--- src/rtl/srd_pkg.sv ---
// Shared types and constants for the stitch record decoder.
// No dependencies; used by srd_parser and stitch_record_decoder.
`default_nettype none

package srd_pkg;

    // Parse phase of the byte stream
    typedef enum logic [2:0] {
        PH_LEAD      = 3'd0,
        PH_SECOND    = 3'd1,
        PH_JX_HI     = 3'd2,
        PH_JY_LO     = 3'd3,
        PH_C1_FIRST  = 3'd4,
        PH_JY_HI     = 3'd5,
        PH_C1_SECOND = 3'd6
    } phase_t;

    // Kind of an emitted stitch record
    typedef enum logic [1:0] {
        KIND_NORMAL = 2'd0,
        KIND_TRIM   = 2'd1,
        KIND_STOP   = 2'd2
    } kind_t;

    // Lead and control byte codes
    localparam logic [7:0] LEAD_JUMP_A   = 8'h7E;
    localparam logic [7:0] LEAD_JUMP_B   = 8'h7D;
    localparam logic [7:0] LEAD_CTRL     = 8'h7F;
    localparam logic [7:0] CTRL_SKIP_A   = 8'h17;
    localparam logic [7:0] CTRL_SKIP_B   = 8'h46;
    localparam logic [7:0] CTRL_STOP_MIN = 8'h08;
    localparam logic [7:0] CTRL_DELTA    = 8'h01;

    // One decoded stitch record
    typedef struct packed {
        logic signed [15:0] dx;
        logic signed [15:0] dy;
        kind_t              kind;
    } record_t;

    // Parser result for the byte on offer
    typedef struct packed {
        logic    emit;
        record_t rec;
    } result_t;

endpackage

`default_nettype wire

--- src/rtl/srd_parser.sv ---
// Stitch stream parser: parse state registers and per-byte decode logic.
// Depends on srd_pkg.
`default_nettype none

module srd_parser (
    input  wire logic            clk,
    input  wire logic            rst_n,
    input  wire logic [7:0]      byte_in,
    input  wire logic            step,
    output srd_pkg::result_t     result
);

    srd_pkg::phase_t    phase_reg, phase_next;
    logic [7:0]         lead_reg, lead_next;
    logic [7:0]         low_reg, low_next;
    logic [15:0]        x_reg, x_next;
    logic               trim_reg, trim_next;

    // Decode the byte and work out the next parse state
    always_comb
    begin
        phase_next        = phase_reg;
        lead_next         = lead_reg;
        low_next          = low_reg;
        x_next            = x_reg;
        trim_next         = trim_reg;
        result.emit       = 1'b0;
        result.rec.dx     = '0;
        result.rec.dy     = '0;
        result.rec.kind   = srd_pkg::KIND_NORMAL;
        case (phase_reg)
            srd_pkg::PH_SECOND:
            begin
                trim_next  = 1'b0;
                phase_next = srd_pkg::PH_LEAD;
                if (lead_reg == srd_pkg::LEAD_JUMP_A || lead_reg == srd_pkg::LEAD_JUMP_B)
                begin
                    low_next   = byte_in;
                    phase_next = srd_pkg::PH_JX_HI;
                end
                else if (lead_reg == srd_pkg::LEAD_CTRL)
                begin
                    if (byte_in != srd_pkg::CTRL_SKIP_A && byte_in != srd_pkg::CTRL_SKIP_B
                        && byte_in >= srd_pkg::CTRL_STOP_MIN)
                    begin
                        // stop: zero move, trim the following record
                        trim_next       = 1'b1;
                        result.emit     = 1'b1;
                        result.rec.kind = srd_pkg::KIND_STOP;
                    end
                    else if (byte_in == srd_pkg::CTRL_DELTA)
                    begin
                        phase_next = srd_pkg::PH_C1_FIRST;
                    end
                end
                else
                begin
                    result.emit     = 1'b1;
                    result.rec.dx   = $signed({{8{lead_reg[7]}}, lead_reg});
                    result.rec.dy   = $signed({{8{byte_in[7]}}, byte_in});
                    result.rec.kind = trim_reg ? srd_pkg::KIND_TRIM : srd_pkg::KIND_NORMAL;
                end
            end
            srd_pkg::PH_JX_HI:
            begin
                x_next     = {byte_in, low_reg};
                phase_next = srd_pkg::PH_JY_LO;
            end
            srd_pkg::PH_JY_LO:
            begin
                low_next   = byte_in;
                phase_next = srd_pkg::PH_JY_HI;
            end
            srd_pkg::PH_JY_HI:
            begin
                phase_next      = srd_pkg::PH_LEAD;
                result.emit     = 1'b1;
                result.rec.dx   = $signed(x_reg);
                result.rec.dy   = $signed({byte_in, low_reg});
                result.rec.kind = srd_pkg::KIND_TRIM;
            end
            srd_pkg::PH_C1_FIRST:
            begin
                lead_next  = byte_in;
                phase_next = srd_pkg::PH_C1_SECOND;
            end
            srd_pkg::PH_C1_SECOND:
            begin
                phase_next      = srd_pkg::PH_LEAD;
                result.emit     = 1'b1;
                result.rec.dx   = $signed({{8{lead_reg[7]}}, lead_reg});
                result.rec.dy   = $signed({{8{byte_in[7]}}, byte_in});
                result.rec.kind = srd_pkg::KIND_TRIM;
            end
            default:
            begin
                // lead byte, also the recovery path for an unused phase code
                lead_next  = byte_in;
                phase_next = srd_pkg::PH_SECOND;
            end
        endcase
    end

    // Advance the parse state when the byte is consumed
    always_ff @(posedge clk or negedge rst_n)
    begin
        if (!rst_n)
        begin
            phase_reg <= srd_pkg::PH_LEAD;
            lead_reg  <= '0;
            low_reg   <= '0;
            x_reg     <= '0;
            trim_reg  <= 1'b0;
        end
        else if (step)
        begin
            phase_reg <= phase_next;
            lead_reg  <= lead_next;
            low_reg   <= low_next;
            x_reg     <= x_next;
            trim_reg  <= trim_next;
        end
    end

    // A stop record always leaves a pending trim behind
    assert property (@(posedge clk) disable iff (!rst_n)
        step && result.emit && result.rec.kind == srd_pkg::KIND_STOP |=> trim_reg)
        else $error("stop record did not set pending trim");

    // The last byte of a big jump always completes a trim record
    assert property (@(posedge clk) disable iff (!rst_n)
        phase_reg == srd_pkg::PH_JY_HI |->
            result.emit && result.rec.kind == srd_pkg::KIND_TRIM)
        else $error("big jump did not complete as trim record");

    // Only record-closing phases may produce a word
    assert property (@(posedge clk) disable iff (!rst_n)
        phase_reg != srd_pkg::PH_SECOND && phase_reg != srd_pkg::PH_JY_HI
            && phase_reg != srd_pkg::PH_C1_SECOND |-> !result.emit)
        else $error("record emitted mid-record");

endmodule

`default_nettype wire

--- src/rtl/stitch_record_decoder.sv ---
// Stitch record decoder top level: input register, parser, output register.
// Depends on srd_pkg and srd_parser.
//
// Usage:
//   Input channel (in_valid/in_ready, stream_byte) takes the raw bytes of the
//   stitch data region, one word per cycle. Output channel (out_valid/
//   out_ready, delta_x, delta_y, stitch_kind) gives one decoded record for
//   each plain, big-jump, control-delta or stop record; skipped control
//   records give nothing.
//   A byte that closes a record is held in the input register; its record
//   is loaded into the result register when the parse step takes that byte.
//   Throughput: one byte per cycle while no closing byte waits on a full
//   result register, set by the combinational parse step between the two
//   registers.
//   Stall: while a result waits, bytes that close no record keep flowing;
//   a byte that closes a record holds in the input register until the
//   result register frees, and in_ready drops only then.
//   Reset: the parser returns to expecting a lead byte with no pending
//   trim, and both registers are emptied.
`default_nettype none

module stitch_record_decoder (
    input  wire logic               clk,
    input  wire logic               rst_n,
    input  wire logic               in_valid,
    output wire logic               in_ready,
    input  wire logic [7:0]         stream_byte,
    output wire logic               out_valid,
    input  wire logic               out_ready,
    output wire logic signed [15:0] delta_x,
    output wire logic signed [15:0] delta_y,
    output wire logic [1:0]         stitch_kind
);

    logic               byte_valid_reg;
    logic [7:0]         byte_reg;
    logic               out_valid_reg;
    srd_pkg::record_t   out_rec_reg;
    srd_pkg::result_t   result;
    logic               slot_free;
    logic               step;

    // Consume the held byte unless its record has nowhere to go
    assign slot_free = !out_valid_reg || out_ready;
    assign step      = byte_valid_reg && (!result.emit || slot_free);
    assign in_ready  = !byte_valid_reg || step;

    srd_parser u_parser (
        .clk     (clk),
        .rst_n   (rst_n),
        .byte_in (byte_reg),
        .step    (step),
        .result  (result)
    );

    // Hold the input word
    always_ff @(posedge clk or negedge rst_n)
    begin
        if (!rst_n)
        begin
            byte_valid_reg <= 1'b0;
        end
        else if (in_ready)
        begin
            byte_valid_reg <= in_valid;
        end
    end

    always_ff @(posedge clk)
    begin
        if (in_ready && in_valid)
        begin
            byte_reg <= stream_byte;
        end
    end

    // Load or drain the result register
    always_ff @(posedge clk or negedge rst_n)
    begin
        if (!rst_n)
        begin
            out_valid_reg <= 1'b0;
        end
        else if (step && result.emit)
        begin
            out_valid_reg <= 1'b1;
        end
        else if (out_ready)
        begin
            out_valid_reg <= 1'b0;
        end
    end

    always_ff @(posedge clk)
    begin
        if (step && result.emit)
        begin
            out_rec_reg <= result.rec;
        end
    end

    assign out_valid   = out_valid_reg;
    assign delta_x     = out_rec_reg.dx;
    assign delta_y     = out_rec_reg.dy;
    assign stitch_kind = out_rec_reg.kind;

    // A stop word never carries a move
    assert property (@(posedge clk) disable iff (!rst_n)
        out_valid_reg && out_rec_reg.kind == srd_pkg::KIND_STOP |->
            delta_x == 16'sd0 && delta_y == 16'sd0)
        else $error("stop word with non-zero move");

    // A closing byte blocked by a full result register stays held
    assert property (@(posedge clk) disable iff (!rst_n)
        out_valid_reg && !out_ready && byte_valid_reg && result.emit |=>
            byte_valid_reg && $stable(byte_reg))
        else $error("closing byte lost while output stalled");

    // Back-pressure only ever comes from a held byte that cannot move
    assert property (@(posedge clk) disable iff (!rst_n)
        !in_ready |-> byte_valid_reg && result.emit && out_valid_reg && !out_ready)
        else $error("input stalled without cause");

endmodule

`default_nettype wire

--- config.mk ---
export PLATFORM = sky130hd
export DESIGN_NAME = stitch_record_decoder
export DESIGN_NICKNAME = d
export VERILOG_FILES = /design/src/rtl/srd_pkg.sv /design/src/rtl/srd_parser.sv /design/src/rtl/stitch_record_decoder.sv
export SDC_FILE = /design/constraint.sdc
export NUM_CORES = 1
export LEC_CHECK = 0
export BUFFER_PORTS_ARGS = -buffer_cell sky130_fd_sc_hd__buf_2
export CORE_ASPECT_RATIO = 0.75
export CORE_MARGIN = 5
export CORE_UTILIZATION = 44
export DETAILED_ROUTE_END_ITERATION = 6
export HOLD_SLACK_MARGIN = 0.02
export PLACE_DENSITY_LB_ADDON = 0.3
export SYNTH_ARGS = -nofsm -noshare
export SYNTH_HDL_FRONTEND = slang
export SYNTH_HIERARCHICAL = 1
export SYNTH_SLANG_ARGS = --single-unit
--- constraint.sdc ---
create_clock -name clk -period 8.4 [get_ports clk]
set_clock_uncertainty 0.1 [all_clocks]
set_input_delay 0.84 -clock clk [delete_from_list [all_inputs] [get_ports clk]]
set_output_delay 0.84 -clock clk [all_outputs]
set_load 0.005 [all_outputs]
==> flow_summary.yaml <==
run_status:
  status: "complete, no violations"
layout:
  antenna_cells: 0
  area_growth_pct: 14.71
  nets: 276
  final_area_um2: 3854
  fin_util: 0.5209
  drive_above_1_share: 0.3755
synth:
  synth_fa_ha_area_frac: 0
  yosys-top-cells-area: "edfxtp_1 38%, dfrtp_1 28%, mux2_2 7.4%"
  synth_fp_nets: 230
  yosysWarnings: 6
  netlist.area_leader.share: 0.3754
  synth_xor_area_frac: 0.002607
  ys_seq_elements: 80
  synth_compound_area_frac: 0.1233
  seq_area_frac_synth: 0.6585
  synth_top_family_by_area: "compound AO/OA/AOI/OAI gates"
  ys.flop_type: "edfxtp_1"
  syn_area_um2: 3359
  synth_cells: 218
  yosysTopAreaCell: "edfxtp_1"
  async_flop_share: 0.4750
  synth-simple-area-share: 0.06778
  synthMuxAreaShare: 0.1214
  synth.distinct_cells: 42
  synth_edf_count: 42
  syn_avg_cell_area_um2: 15.41
routing:
  wl_per_cell_um: 17.80
  dr.pass1.iters: 4
  via_count: 1979
  drt_iter0_drc: 126
  post-route-drc-count: 0
  via_per_inst: 5.349
  wl_mm: 6.587
  ant_nets: 0
clock_network:
  cts_root_buffer: "clkbuf_8"
  postCtsSetupRepairBufs: 0
  cts-resized-gates: 0
  h-tree-depth: 3
  ctsHoldBuffers: 0
  cts.path.max_buffers: 2
  path_clk_slew_ns: 0.08
  clkSinkCount: 80
  tritoncts: "yes"
  clock_latency_ns: 0.35
  cts_inserted_buffers: 9
grt:
  grt_pass1_wl_mm: 11.01
  grt.total_usage: 0.1503
  grt_max_degree: 39
  antenna_found_initial: 0
  overflow: 0
  grt_pass1_vias: 2057
floorplan:
  placementRows: 27
  die-height_um: 85.68
  die_w_um: 110.9
  coreArea_um2: 7398
  pin_count: 48
  die-area_um2: 9501
  initial_utilization: 0.4541
placed_design:
  io_buffers: 47
  gp_congestion: 0.8403
  hpwlAfterDp_mm: 4.314
  placed_area_um2: 3650
sta:
  drv_slew: 0
  rsz0062_at_grt: "false"
  max-slew-margin-rel: 0.2988
  min_period_ns: 3.697
  finalSetupViolations: 0
  hold_ws_ns: 0.4148
  post-route-period-util: 0.4402
  fmax_mhz: 270.5
  fin_tns_setup_ns: 0
  hold_viol: 0
  tightest_slew_ns: 1.052
run:
  cap_viol_max_count: 0
hold_path:
  worst_hold_path_type: "flip-flop to flip-flop"
  min_from: "u_parser/x_reg[2]"
  holdPathEnd: "u_parser/x_reg[2]"
  holdPathStages: 1
power_and_ir_drop:
  power.total_mw: 1.479
  peakVddDrop_mv: 0.1642
  p_per_area_nw_per_um2: 383.7
  leakagePower_nw: 1.648
critical_path:
  rrSetupSlack_ns: 4.70
  cpPeakStageDelay_ns: 0.95
  crit_type: "flip-flop to flip-flop"
  worstPathCellList: "nand2b_1 -> or3_4 -> o31ai_1 -> nand2_1 -> a21boi_1 -> and3_1 -> mux2_2"
  crit_fanout: 16
  r2r-start: "u_parser/lead_reg[7]"
  end_kind: "flip-flop"
  cp-start-kind: "flip-flop"
  required_ns: 8.53
  reg2reg_to: "u_parser/x_reg[11]"
  crit_path_top_delay_cell: "and3_1"
  worst_ep_arrival_time_ns: 3.83
  r2r_cells: 7
[critical path, delay by kind of cell (launching register included)]
family / cells / cell delay, ns
and+or+nand+nor: 4 / 1.72
AOI/OAI and AO/OA: 2 / 0.95
DFF: 1 / 0.38
muxes: 1 / 0.42
[how the worst max path moves through the flow]
stage                              start  depth (start not counted)  slack, ns                 end
finish              u_parser/lead_reg[7]                          7       4.70  u_parser/x_reg[11]
global route                 byte_reg[7]                          7       4.38  u_parser/x_reg[10]
CTS                 u_parser/lead_reg[7]                          7       4.72  u_parser/x_reg[11]
detailed placement  u_parser/lead_reg[7]                          7       4.74   u_parser/x_reg[8]
global placement    u_parser/lead_reg[7]                          7       4.84  u_parser/x_reg[11]
floorplan                    byte_reg[0]                          6       5.28          delta_x[0]
[cell type report]
| type | instances | area, um2 |
|---|---|---|
| Clock inverter | 5 | 72.57 |
| Multi-Input combinational cell | 123 | 1061 |
| Timing Repair Buffer | 48 | 242.7 |
| Clock buffer | 11 | 131.4 |
| Tap cell | 101 | 126.4 |
| Inverter | 2 | 7.507 |
| Sequential cell | 80 | 2212 |
| Fill cell | 629 | 3545 |
[cells by family (layout without fill, tap and decap cells)]
logic type	Yosys count	after routing
AOI/OAI and AO/OA	52	52
DFF	80	80
and+or+nand+nor	37	37
buffers and inverters	15	66
xor gates and xnor gates	1	1
muxes	33	33
[synth_stat cells (2+ instances only)]
| master | number |
|---|---|
| edfxtp_1 | 42 |
| dfrtp_1 | 38 |
| a22o_1 | 23 |
| mux2_2 | 22 |
| a21o_1 | 10 |
| mux2_4 | 10 |
| nand2_1 | 8 |
| buf_2 | 5 |
| nor2_1 | 5 |
| nor2b_1 | 5 |
| a21oi_1 | 4 |
| a31oi_1 | 3 |
| buf_6 | 3 |
| clkbuf_1 | 3 |
| a32o_1 | 2 |
| and2_1 | 2 |
| and3_1 | 2 |
| inv_1 | 2 |
| nand2b_1 | 2 |
| nand3_1 | 2 |
| nand4_1 | 2 |
| nor3_1 | 2 |
| o21ai_0 | 2 |
[power by group]
part           internal (mW)  switching (mW)
Clock                  0.165           0.131
Combinational          0.236           0.235
Sequential             0.613          0.0977
Total                   1.01           0.464
[routing by layer]
metal | vias to the layer above | wire length [um] | global-route usage
li1 | 926 | - | -
met1 | 969 | 3223 | 0.2087
met2 | 71 | 2739 | 0.2120
met3 | 13 | 498 | 0.05783
met4 | 0 | 126 | 0.06152
met5 | - | 0 | 0
[stage by stage]
step	instances	worst slack [ns]
floorplan	218	5.282
global placement	354	4.845
detailed placement	354	4.736
CTS	370	4.717
global route	370	4.382
finish	370	4.703
[cells in the final DEF (no fill, tap or decap), types with 3 or more instances in the layout]
cell,instances
buf_2,47
edfxtp_1,42
dfrtp_1,38
a22o_1,23
mux2_2,22
a21o_1,10
mux2_4,10
clkbuf_8,9
nand2_1,8
nor2b_1,5
nor2_1,4
a21oi_1,4
a31oi_1,3
Power figures use the tool's default switching activity.
